[src/hdl/dnbdf_pkg.sv]
// ----------------------------------------------------------------------------
// dnbdf_pkg
// Shared types and constants for the dual-number Code-B digit formatter.
// ----------------------------------------------------------------------------
package dnbdf_pkg;

    localparam int NUM_DIGITS  = 8;
    localparam int HALF_DIGITS = 4;
    localparam int IDX_W       = $clog2(NUM_DIGITS);

    typedef logic [3:0] digit_t;
    typedef digit_t [HALF_DIGITS-1:0] half_digits_t;
    typedef digit_t [NUM_DIGITS-1:0]  all_digits_t;

    localparam digit_t CODE_MINUS = 4'hA;
    localparam digit_t CODE_BLANK = 4'hF;
    localparam digit_t CODE_NINE  = 4'h9;

    // Reciprocal constants: floor(x * RECIP >> SHIFT) equals floor(x / divisor)
    // over the value range of each stage.
    localparam logic [16:0] RECIP_1000 = 17'd67109;
    localparam int          SHIFT_1000 = 26;
    localparam logic [7:0]  RECIP_10   = 8'd205;
    localparam int          SHIFT_10   = 11;
    localparam logic [5:0]  RECIP_100  = 6'd41;
    localparam int          SHIFT_100  = 12;

endpackage

[src/hdl/dnbdf_conv.sv]
// ----------------------------------------------------------------------------
// dnbdf_conv
// Four-stage converter: one 16-bit number to four Code-B digits.
// ----------------------------------------------------------------------------
module dnbdf_conv (
    input  logic                    aclk,
    input  logic                    en,
    input  logic                    mode,
    input  logic [15:0]             value,
    output dnbdf_pkg::half_digits_t digits
);
    import dnbdf_pkg::*;

    logic [15:0] mag;
    logic        neg;
    logic [32:0] prod_t;
    logic [15:0] r_full;
    logic [14:0] prod_qt;
    logic [3:0]  qt;
    logic [6:0]  d3_full;
    logic [15:0] prod_h;
    logic [9:0]  rem_full;
    logic [6:0]  rem;
    logic [14:0] prod_tens;
    logic [3:0]  tens;
    logic [6:0]  ones_full;

    logic [15:0] mag1_reg;
    logic [6:0]  t1_reg;
    logic        mode1_reg, neg1_reg;
    logic [9:0]  r2_reg;
    logic [6:0]  t2_reg;
    logic        mode2_reg, neg2_reg;
    logic [9:0]  r3_reg;
    logic [3:0]  h3_reg;
    digit_t      d3_reg;
    logic        mode3_reg, neg3_reg;
    half_digits_t digits_reg;
    half_digits_t digits_next;

    // thousands count
    always_comb begin
        neg    = mode & value[15];
        mag    = neg ? (~value + 16'd1) : value;
        prod_t = 33'(mag) * 33'(RECIP_1000);
    end

    // remainder below one thousand
    always_comb begin
        r_full = mag1_reg - (16'(t1_reg) * 16'd1000);
    end

    // thousands digit and hundreds digit
    always_comb begin
        prod_qt = 15'(t2_reg) * 15'(RECIP_10);
        qt      = prod_qt[14:SHIFT_10];
        d3_full = t2_reg - (7'(qt) * 7'd10);
        prod_h  = 16'(r2_reg) * 16'(RECIP_100);
    end

    // tens and ones
    always_comb begin
        rem_full  = r3_reg - (10'(h3_reg) * 10'd100);
        rem       = rem_full[6:0];
        prod_tens = 15'(rem) * 15'(RECIP_10);
        tens      = prod_tens[14:SHIFT_10];
        ones_full = rem - (7'(tens) * 7'd10);
        digits_next[0] = ones_full[3:0];
        digits_next[1] = tens;
        digits_next[2] = h3_reg;
        if (mode3_reg) begin
            digits_next[3] = neg3_reg ? CODE_MINUS : CODE_BLANK;
        end else begin
            digits_next[3] = d3_reg;
        end
    end

    always_ff @(posedge aclk) begin
        if (en) begin
            mag1_reg   <= mag;
            t1_reg     <= prod_t[32:SHIFT_1000];
            mode1_reg  <= mode;
            neg1_reg   <= neg;
            r2_reg     <= r_full[9:0];
            t2_reg     <= t1_reg;
            mode2_reg  <= mode1_reg;
            neg2_reg   <= neg1_reg;
            r3_reg     <= r2_reg;
            h3_reg     <= prod_h[15:SHIFT_100];
            d3_reg     <= d3_full[3:0];
            mode3_reg  <= mode2_reg;
            neg3_reg   <= neg2_reg;
            digits_reg <= digits_next;
        end
    end

    assign digits = digits_reg;

endmodule

[src/hdl/dnbdf_emit.sv]
// ----------------------------------------------------------------------------
// dnbdf_emit
// Digit buffer and write sequencer: eight digit writes per loaded number pair.
// ----------------------------------------------------------------------------
module dnbdf_emit (
    input  logic                   aclk,
    input  logic                   aresetn,
    input  logic                   load_valid,
    input  dnbdf_pkg::all_digits_t load_digits,
    output logic                   take,
    output logic                   m_valid,
    input  logic                   m_ready,
    output logic [3:0]             m_digit_register,
    output logic [3:0]             m_digit_code,
    output logic                   m_last_digit
);
    import dnbdf_pkg::*;

    localparam logic [IDX_W-1:0] LAST_IDX = IDX_W'(NUM_DIGITS - 1);

    digit_t           buf_reg [NUM_DIGITS];
    logic             busy_reg, busy_next;
    logic [IDX_W-1:0] idx_reg, idx_next;
    logic             xfer;
    logic             done;

    always_comb begin
        xfer = busy_reg & m_ready;
        done = xfer & (idx_reg == LAST_IDX);
        take = load_valid & (~busy_reg | done);
        busy_next = busy_reg;
        idx_next  = idx_reg;
        if (take) begin
            busy_next = 1'b1;
            idx_next  = '0;
        end else if (xfer) begin
            idx_next = idx_reg + IDX_W'(1);
            if (done) begin
                busy_next = 1'b0;
            end
        end
    end

    always_ff @(posedge aclk) begin
        if (!aresetn) begin
            busy_reg <= 1'b0;
            idx_reg  <= '0;
        end else begin
            busy_reg <= busy_next;
            idx_reg  <= idx_next;
        end
    end

    always_ff @(posedge aclk) begin
        if (take) begin
            for (int i = 0; i < NUM_DIGITS; i++) begin
                buf_reg[i] <= load_digits[i];
            end
        end
    end

    assign m_valid          = busy_reg;
    assign m_digit_register = 4'(idx_reg) + 4'd1;
    assign m_digit_code     = buf_reg[idx_reg];
    assign m_last_digit     = (idx_reg == LAST_IDX);

endmodule

[src/hdl/dual_number_bcd_digit_formatter.sv]
// An input transfer passes the input register and the four converter stages
// before its digits load the digit buffer. New items may enter while a pair is
// written out, one digit write per cycle through the result port while m_ready is high.
// Input register, 4-stage converter and digit buffer run concurrently.
// Reset (aresetn low, synchronous) empties the pipeline and the sequencer.
// ----------------------------------------------------------------------------
// dual_number_bcd_digit_formatter
// Two 16-bit numbers to eight Code-B digit writes, rightmost digit first.
// ----------------------------------------------------------------------------
module dual_number_bcd_digit_formatter (
    input  logic        aclk,
    input  logic        aresetn,
    input  logic        s_valid,
    output logic        s_ready,
    input  logic        s_mode,
    input  logic [15:0] s_left_value,
    input  logic [15:0] s_right_value,
    output logic        m_valid,
    input  logic        m_ready,
    output logic [3:0]  m_digit_register,
    output logic [3:0]  m_digit_code,
    output logic        m_last_digit
);
    import dnbdf_pkg::*;

    localparam int PIPE_STAGES = 5;

    logic                   mode_reg;
    logic [15:0]            left_reg, right_reg;
    logic [PIPE_STAGES-1:0] vld_reg;
    logic                   adv;
    logic                   take;
    half_digits_t           left_digits, right_digits;
    all_digits_t            all_digits;

    assign adv     = ~vld_reg[PIPE_STAGES-1] | take;
    assign s_ready = adv;

    always_ff @(posedge aclk) begin
        if (!aresetn) begin
            vld_reg <= '0;
        end else if (adv) begin
            vld_reg <= {vld_reg[PIPE_STAGES-2:0], s_valid};
        end
    end

    // hold the input item while the pipeline stalls
    always_ff @(posedge aclk) begin
        if (adv) begin
            mode_reg  <= s_mode;
            left_reg  <= s_left_value;
            right_reg <= s_right_value;
        end
    end

    dnbdf_conv u_conv_right (
        .aclk   (aclk),
        .en     (adv),
        .mode   (mode_reg),
        .value  (right_reg),
        .digits (right_digits)
    );

    dnbdf_conv u_conv_left (
        .aclk   (aclk),
        .en     (adv),
        .mode   (mode_reg),
        .value  (left_reg),
        .digits (left_digits)
    );

    assign all_digits = {left_digits, right_digits};

    dnbdf_emit u_emit (
        .aclk             (aclk),
        .aresetn          (aresetn),
        .load_valid       (vld_reg[PIPE_STAGES-1]),
        .load_digits      (all_digits),
        .take             (take),
        .m_valid          (m_valid),
        .m_ready          (m_ready),
        .m_digit_register (m_digit_register),
        .m_digit_code     (m_digit_code),
        .m_last_digit     (m_last_digit)
    );

`ifndef NO_ASSERTIONS
    a_last_on_top_register: assert property (@(posedge aclk) disable iff (!aresetn)
        m_valid |-> (m_last_digit == (m_digit_register == 4'(NUM_DIGITS))))
        else $error("last_digit does not match the top register");

    a_run_ends: assert property (@(posedge aclk) disable iff (!aresetn)
        (m_valid && m_ready && m_last_digit && !take) |=> !m_valid)
        else $error("digit run continues past the last transfer");

    a_ready_when_drained: assert property (@(posedge aclk) disable iff (!aresetn)
        !vld_reg[PIPE_STAGES-1] |-> s_ready)
        else $error("input stalled with an empty converter output");

    a_code_legal: assert property (@(posedge aclk) disable iff (!aresetn)
        m_valid |-> (m_digit_code <= CODE_NINE || m_digit_code == CODE_MINUS ||
                     m_digit_code == CODE_BLANK))
        else $error("illegal Code-B value");
`endif

endmodule
[config.mk]
export PLATFORM = sky130hd
export DESIGN_NAME = dual_number_bcd_digit_formatter
export DESIGN_NICKNAME = d
export VERILOG_FILES = /design/src/hdl/dnbdf_pkg.sv /design/src/hdl/dnbdf_conv.sv /design/src/hdl/dnbdf_emit.sv /design/src/hdl/dual_number_bcd_digit_formatter.sv
export SDC_FILE = /design/constraint.sdc
export NUM_CORES = 1
export LEC_CHECK = 0
export CELL_PAD_IN_SITES_DETAIL_PLACEMENT = 1
export CELL_PAD_IN_SITES_GLOBAL_PLACEMENT = 1
export CORE_MARGIN = 4
export CORE_UTILIZATION = 38
export CTS_BUF_LIST = sky130_fd_sc_hd__clkbuf_4
export DETAILED_ROUTE_END_ITERATION = 8
export DONT_BUFFER_PORTS = 1
export PLACE_DENSITY_LB_ADDON = 0.1
export SETUP_SLACK_MARGIN = 0.4
export SYNTH_ARGS = -nofsm -noshare
export SYNTH_HDL_FRONTEND = slang
export SYNTH_HIERARCHICAL = 1
export SYNTH_SLANG_ARGS = --single-unit
[constraint.sdc]
create_clock -name aclk -period 17.9 [get_ports aclk]
set_clock_uncertainty 0.1 [all_clocks]
set_input_delay 1.79 -clock aclk [delete_from_list [all_inputs] [get_ports aclk]]
set_output_delay 1.79 -clock aclk [all_outputs]
set_load 0.01 [all_outputs]
# == Yosys cells after proc, flatten, opt, wreduce, memory -nomap -nowiden ==
# Memory sizes are Yosys's and may differ from the RTL's. A register that Yosys moved wholly into a read port is not among the register bits.
# Index checks and enable logic that the tools add are counted.
# word_totals
out_inout_bits,11
word_cells,96
memories,1
register_bits,181
mem_bits_rw,32
# mem_list
memory,words,word_bits,rd,rd_ports_with_merged_regs,wr,line,source
u_emit.buf_reg,8,4,1,1,8,dnbdf_emit.sv:21,digit_t buf_reg [NUM_DIGITS];
# classes
n_bitwise,12
addsub,12
n_reduce_logical,4
muxes,13
eq_ne,1
n_mul,16
# op_table
operator,n
$mul 16x17->33 const B,2
$mul 7x8->15 const B,4
$add 16x1->16 const B,2
$mul 10x6->16 const B,2
$mux 16,2
$not 16->16,2
$sub 10x10->10,2
$mul 4x3->3 const B,4
$sub 4x4->4,4
$mul 7x3->7 const B,2
$sub 7x7->7,2
$mux 3,4
$mul 4x5->5 const B,2
$mux 4,2
$and 1x1->1,5
$mux 1,5
$add 3x1->4 const B,1
$reduce_bool 2->1,2
$add 3x1->3 const B,1
$eq 3x3->1 const B,1
$not 1->1,3
$or 1x1->1,2
$reduce_and 2->1,1
$reduce_or 2->1,1

# == Longest topological paths before layout ==
# Gate-level depths: netlist of run 1.
# logic_depth
ltp_word,6
mapped_depth,25
mapped_depth_nobuf,25

# == Modules after synthesis ==
# Netlist of run 1, hierarchy kept.
# by_module_without_submodules
module,seq_area_each_um2,area_each_um2,n_inst,cells_each
dnbdf_conv (u_conv_right),2132.0,8914.8,1,818
dnbdf_conv (u_conv_left),2132.0,8750.9,1,780
dnbdf_emit,1101.1,1517.7,1,72
dual_number_bcd_digit_formatter,1091.0,1186.1,1,51

# == Worst setup path after synthesis of run 1 ==
# OpenSTA, ideal clock, no wires.
# synth_path
path_kind,in2out
startpoint,input port m_ready
endpoint,output port s_ready
t_required_ps,16010
path_stages,5
t_arrival_ps,6478
slack_ps,9532
path_cell_list,a21bo_2 > and2_1 > nor2b_4 > buf_6 > inv_1
# synth_via
elab_chain_len,5
# synth_rtl
item,line,source
start: declaration,dual_number_bcd_digit_formatter.sv:19,"input logic m_ready,"
$and 1x1->1,dnbdf_emit.sv:28,xfer = busy_reg & m_ready;
$and 1x1->1,dnbdf_emit.sv:29,done = xfer & (idx_reg == LAST_IDX);
$or 1x1->1,dnbdf_emit.sv:30,take = load_valid & (~busy_reg | done);
$and 1x1->1,dnbdf_emit.sv:30,
net take,dual_number_bcd_digit_formatter.sv:32,logic take;
$or 1x1->1,dual_number_bcd_digit_formatter.sv:36,assign adv = ~vld_reg[PIPE_STAGES-1] | take;
end: declaration,dual_number_bcd_digit_formatter.sv:14,"output logic s_ready,"
# The timed path passes the listed nets, and every way through them passes these cells.

# == Worst setup path after layout of run 1 ==
# layout_path
startpoint,register left_reg[0]
endpoint,register u_conv_left.t1_reg[5] (data pin)
# layout_via
elab_chain_len,4
# layout_rtl
item,line,source
start: declaration,dual_number_bcd_digit_formatter.sv:29,"logic [15:0] left_reg, right_reg;"
start signal: assignment,dual_number_bcd_digit_formatter.sv:51,left_reg <= s_left_value;
$not 16->16,dnbdf_conv.sv:44,mag = neg ? (~value + 16'd1) : value;
$add 16x1->16,dnbdf_conv.sv:44,
$mux 16 (*),dnbdf_conv.sv:44,
$mul 16x17->33 (*),dnbdf_conv.sv:45,prod_t = 33'(mag) * 33'(RECIP_1000);
net u_conv_left.prod_t[31],dnbdf_conv.sv:16,logic [32:0] prod_t;
end signal: assignment,dnbdf_conv.sv:81,t1_reg <= prod_t[32:SHIFT_1000];
end: declaration,dnbdf_conv.sv:29,logic [6:0] t1_reg;
# The timed path passes the listed nets; every way through them passes the cells marked *.
# A chain may end at the register's enable or synchronous reset.

==> results.toml, run 1 <==
[outcome]
status = "complete, no violations"

[grt]
grt_overflow = 0
grt_use_met3_pct = 3.109
grt_busiest_layer = "met2"
grt_max_degree = 111
antenna_found_initial = 3
globalRouteMet2Util_pct = 26.74
track_usage_pct = 15.13
grt_pass1_vias = 13960
gr-usage-met1_pct = 18.85
grt_pass1_wl_um = 69080

[sta]
fmax_mhz = 140.2
relSlewSlack_pct = 21.35
hold_viol_final = 0
drv_slew = 0
fin_crit_ns = 7.132
worst_pin_slew_ns = 1.176
min_period_over_period_pct = 39.84
fin_setup_tns_ns = 0
setup_viol = 0
rsz0062_at_grt = "false"

[drt]
drc = 0
routedWlPerCell_um = 16.36
ant_nets = 0
dr_total_vias = 12470
routed_wl_um = 41560
first_pass_iters = 4
drt-initial-drc-count = 294
vias_per_cell = 4.909

[yosys]
ys.flop_type = "edfxtp_1"
synthArstFlopShare_pct = 0
netlist_instances = 1721
muxShareOfSynthArea_pct = 1.548
synthXorXnorAreaFrac_pct = 4.515
synthAdderAreaFrac_pct = 43.78
synth_edf_count = 207
synth_cell_types = 75
synth-compound-area-share_pct = 7.113
synth_top_family_by_area = "adder cells"
avgSynthCellArea_um2 = 11.84
synthSimpleGateAreaFrac_pct = 4.607
synth_warnings = 6
ys_seq_area_share_pct = 31.70
ys_seq_elements = 219
synth_area_mm2 = 0.02037
syn_nets = 2394

[setup_path]
crit_required_ns = 18.30
endpoint_kind = "register"
worstSetupPathType = "reg -> reg"
crit_buf_inv = 3
cp-start-kind = "register"
cp.arrival_ns = 7.54
cpLargestDelayFamily = "adder cells"
critPathMaxFanout = 9
cp_slowest_stage_delay_ns = 0.63
cpMostUsedCell = "ha_1"
path_cells = "inv_1 > ha_1 > nor3b_1 > nor4b_1 > nor2_1 > xor2_1 > ha_1 > ha_1 > inv_1 > fa_1 > fa_1 > inv_1 > fa_1 > ha_1 > ha_1 > nand3_1 > or2_2 > o221ai_1 > o21ai_0 > a22oi_1 > a21oi_1 > xnor2_1"
slowest_stage = "xor2_1"

[clock_tree]
tritoncts = "built"
clk_pin_slew_ns = 0.06
holdBufCountCts = 0
ctsLongestPathBuffers = 3
cts_htree_levels = 3
worstSkewPairLatency_ns = 0.77
clock_sinks = 219
cts-root-buf = "clkbuf_4"
cts_buffers = 67
post_cts_buffers = 0
cts_resized = 0

[placement]
gp_congestion = 0.7770
post-dp-hpwl_um = 34320
io_buffers = 0

[floorplan]
die_w_um = 239.5
initial_core_util_pct = 38.53
die_h_um = 239.5
io_pins = 48
coreArea_mm2 = 0.05287
dieArea_mm2 = 0.05737
fp-row-count = 84

[finish]
final_common_cell = "ha_1"
drive_above_1_share_pct = 8.550
largest_reg_flops = 32
most-common-layout-cells = "ha_1, inv_1, edfxtp_1"
synthToLayoutAreaGrowth_pct = 8.845
fin_nets = 2475

[job]
max_cap_viol_count = 0

[min_path]
hold_path.class = "reg -> reg"
## cell type report
class | instances | area [um2]
Fill cell | 5737 | 30690
Multi-Input combinational cell | 1141 | 12540
Sequential cell | 219 | 6456
Inverter | 358 | 1354
Tap cell | 688 | 860.8
Clock buffer | 92 | 690.7
Clock inverter | 23 | 143.9
Timing Repair Buffer | 15 | 112.6
Antenna cell | 5 | 12.51
## worst paths after layout
check	slack, ns	from	end	cells after the start
max	10.77	left_reg[0]$_DFFE_PP_	u_conv_left/t1_reg[5]$_DFFE_PP_	22
min	0.31	u_conv_right/mag1_reg[0]$_DFFE_PP_	u_conv_right/r2_reg[0]$_DFFE_PP_	0
max reg2reg	10.77	left_reg[0]$_DFFE_PP_	u_conv_left/t1_reg[5]$_DFFE_PP_	22
min reg2reg	0.31	u_conv_right/mag1_reg[0]$_DFFE_PP_	u_conv_right/r2_reg[0]$_DFFE_PP_	0
## cell usage after synthesis (3+ instances only)
cell / count / area [um2]
nand2b_1: 9 / 56.30
ha_1: 508 / 6356
or2_2: 13 / 81.33
a211oi_1: 8 / 60.06
o2111a_1: 3 / 33.78
and3_1: 5 / 31.28
a221oi_1: 7 / 61.31
a2111oi_0: 5 / 43.79
nor2b_1: 14 / 87.58
mux2i_1: 6 / 60.06
and2_1: 3 / 18.77
or4_4: 3 / 33.78
a21o_1: 26 / 195.2
o21a_1: 11 / 82.58
nor3_1: 14 / 70.07
a21oi_1: 54 / 270.3
a21bo_2: 4 / 40.04
fa_1: 128 / 2562
mux4_1: 8 / 210.2
nand3b_1: 6 / 45.04
mux2_2: 4 / 45.04
inv_1: 354 / 1329
dfxtp_1: 12 / 240.2
a31oi_1: 7 / 43.79
edfxtp_1: 207 / 6216
xor2_1: 32 / 280.3
nand3_1: 13 / 65.06
o211ai_1: 6 / 45.04
o31ai_1: 4 / 30.03
o21ai_0: 42 / 210.2
o2111ai_1: 4 / 35.03
nor2_1: 33 / 123.9
nor4_1: 4 / 25.02
nand2_1: 31 / 116.4
xnor2_1: 73 / 639.4
nand4_1: 11 / 68.82
o41ai_1: 3 / 26.28
## logic make-up (layout without fill, tap and decap cells)
logic type                 Yosys count  after routing
adders and majority gates          636            636
buffers and inverters              361            488
DFF                                219            219
AOI/OAI and AO/OA                  211            211
and+or+nand+nor                    171            171
xor gates and xnor gates           105            105
muxes                               18             18
other                                0              5
## through the flow
| step | cell area (um2) | utilization, % | hold WS [ns] | worst slack (ns) | instances |
|---|---|---|---|---|---|
| after global placement | 21320 | 40.34 | 0.3015 | 11.03 | 2421 |
| final | 22170 | 41.94 | 0.3108 | 10.77 | 2541 |
| after detailed placement | 21320 | 40.34 | 0.3057 | 10.74 | 2421 |
| after global routing | 22170 | 41.94 | 0.3241 | 10.20 | 2541 |
| after floorplan | 20370 | - | 0.3003 | 9.532 | 1721 |
| after CTS | 22160 | 41.92 | 0.3119 | 10.71 | 2536 |
## per-layer routing
| metal | wire, um | share of wire [%] | vias up |
|---|---|---|---|
| met3 | 1241 | 3.0 | 55 |
| met1 | 19080 | 46 | 6088 |
| li1 | - | - | 6212 |
| met5 | 0 | 0 | - |
| met2 | 20520 | 49 | 119 |
| met4 | 712 | 1.7 | 0 |
Power of run 1 is not shown: default switching activity piles up to over one toggle a cycle in this logic, so the estimate is an artifact.
==> inputs of run 2 (changes only) <==
==> constraint.sdc (replaced) <==
create_clock -name aclk -period 6.33 [get_ports aclk]
set_clock_uncertainty 0.1 [all_clocks]
set_input_delay 0.633 -clock aclk [delete_from_list [all_inputs] [get_ports aclk]]
set_output_delay 0.633 -clock aclk [all_outputs]
set_load 0.01 [all_outputs]
==> results.toml, run 2 (synthesized netlist as in run 1, its figures left out) <==
[outcome]
status = "complete, no violations"

[finish]
synthToLayoutAreaGrowth_pct = 17.78
final_common_cell = "ha_1"
largest_reg_flops = 32
most-common-layout-cells = "ha_1, inv_1, edfxtp_1"
final_area_mm2 = 0.02399
drive_above_1_share_pct = 17.93
fin_nets = 2590

[clock_tree]
cts-root-buf = "clkbuf_4"
ctsLongestPathBuffers = 3
tritoncts = "built"
clk_pin_slew_ns = 0.06
worstSkewPairLatency_ns = 0.78
clock_sinks = 219
cts_htree_levels = 2
cts_buffers = 61

[drt]
ant_nets = 0
drt-initial-drc-count = 257
first_pass_iters = 4
routed_wl_um = 43030
drc = 0
routedWlPerCell_um = 16.23
vias_per_cell = 4.885
dr_total_vias = 12950

[sta]
fin_crit_ns = 6.100
hold_viol_final = 0
rsz0062_at_grt = "true"
fmax_mhz = 163.9
drv_slew = 0
worst_pin_slew_ns = 1.123
setup_viol = 0
relSlewSlack_pct = 25.11
min_period_over_period_pct = 96.36

[job]
max_cap_viol_count = 0

[floorplan]
initial_core_util_pct = 38.53
fp-row-count = 84
dieArea_mm2 = 0.05737
coreArea_mm2 = 0.05287
die_w_um = 239.5
io_pins = 48
die_h_um = 239.5

[placement]
placed_cell_area_mm2 = 0.02173
io_buffers = 0
gp_congestion = 0.7920
post-dp-hpwl_um = 34500

[grt]
grt_pass1_vias = 14510
grt_overflow = 0
antenna_found_initial = 2
track_usage_pct = 15.38
grt_pass1_wl_um = 71400
grt_max_degree = 86

[setup_path]
crit_required_ns = 6.73
cp-start-kind = "register"
worstSetupPathType = "reg -> reg"
cp.arrival_ns = 6.50
critPathMaxFanout = 3
endpoint_kind = "register"

[min_path]
hold_path.class = "reg -> reg"
## run 2: changes by cell type in the layout (fill, tap and decap cells not counted), moves of 7 or more
cell / previous run / this run
o21ai_0: 42 / 32
ha_4: 0 / 29
buf_4: 15 / 97
ha_1: 508 / 476
a21oi_2: 0 / 9
a21oi_1: 54 / 45
xnor2_2: 0 / 10
dlygate4sd3_1: 0 / 36
xnor2_1: 73 / 63
nor3_1: 14 / 7
## run 2: layer usage
layer / up-vias / GRT usage, % / wire, um
met1: 6358 / 19.65 / 19500
met2: 111 / 27.20 / 21740
met5: - / 0 / 13
met4: 2 / 3.993 / 733
met3: 47 / 2.464 / 1049
li1: 6436 / - / -
## run 2: worst max-delay path, stage by stage (launching register included)
cell	delay, ns
edfxtp_1	0.40
or4_4	0.56
or4_4	0.54
o41ai_4	0.27
xnor2_2	0.17
ha_2	0.21
inv_2	0.04
fa_2	0.52
fa_1	0.44
fa_1	0.50
inv_1	0.05
fa_2	0.54
ha_4	0.21
ha_4	0.15
a21o_1	0.20
a221oi_2	0.29
o31a_1	0.15
o221a_2	0.17
o21ai_2	0.07
buf_4	0.14
xnor2_1	0.11
## run 2: final timing paths
| path | from | cells past startpoint | slack (ns) | to |
|---|---|---|---|---|
| hold reg to reg | u_conv_left/digits[4]$_DFFE_PP_ | 0 | 0.30 | u_emit/buf_reg[5][0]$_DFFE_PP_ |
| setup / recovery | left_reg[6]$_DFFE_PP_ | 20 | 0.23 | u_conv_left/t1_reg[1]$_DFFE_PP_ |
| setup reg to reg | left_reg[6]$_DFFE_PP_ | 20 | 0.23 | u_conv_left/t1_reg[1]$_DFFE_PP_ |
| hold / removal | u_conv_left/digits[4]$_DFFE_PP_ | 0 | 0.30 | u_emit/buf_reg[5][0]$_DFFE_PP_ |
## run 2: cell type report
cell class                      count  area [um2]
Antenna cell                        1       2.502
Inverter                          358        1350
Clock inverter                     19       130.1
Tap cell                          688       860.8
Multi-Input combinational cell   1141       13390
Clock buffer                       90       675.6
Fill cell                        5579       28870
Sequential cell                   219        6456
Timing Repair Buffer              136        1122
## run 2: repair_timing
item / CTS / global route
gates resized for setup: 59 / 68
hold buffers: 36 / 0
buffers inserted: 32 / 12
setup endpoints to repair: 16 / 17
pin swaps: 46 / 38
hold endpoints to repair: 45 / 0
## run 2: metrics by stage
step | utilization, % | hold slack, ns | worst slack, ns | instances | TNS (ns)
after CTS | 44.42 | 0.2340 | 0.2172 | 2639 | 0
after global placement | 41.11 | 0.3012 | 0.07845 | 2462 | 0
final | 45.38 | 0.3012 | 0.2301 | 2652 | 0
after global routing | 45.38 | 0.2825 | 0.02420 | 2652 | 0
after detailed placement | 41.11 | 0.3052 | -0.1183 | 2462 | -0.3957
after floorplan | - | 0.3003 | 0.3074 | 1721 | 0
Power of run 2 is left out for the same reason.
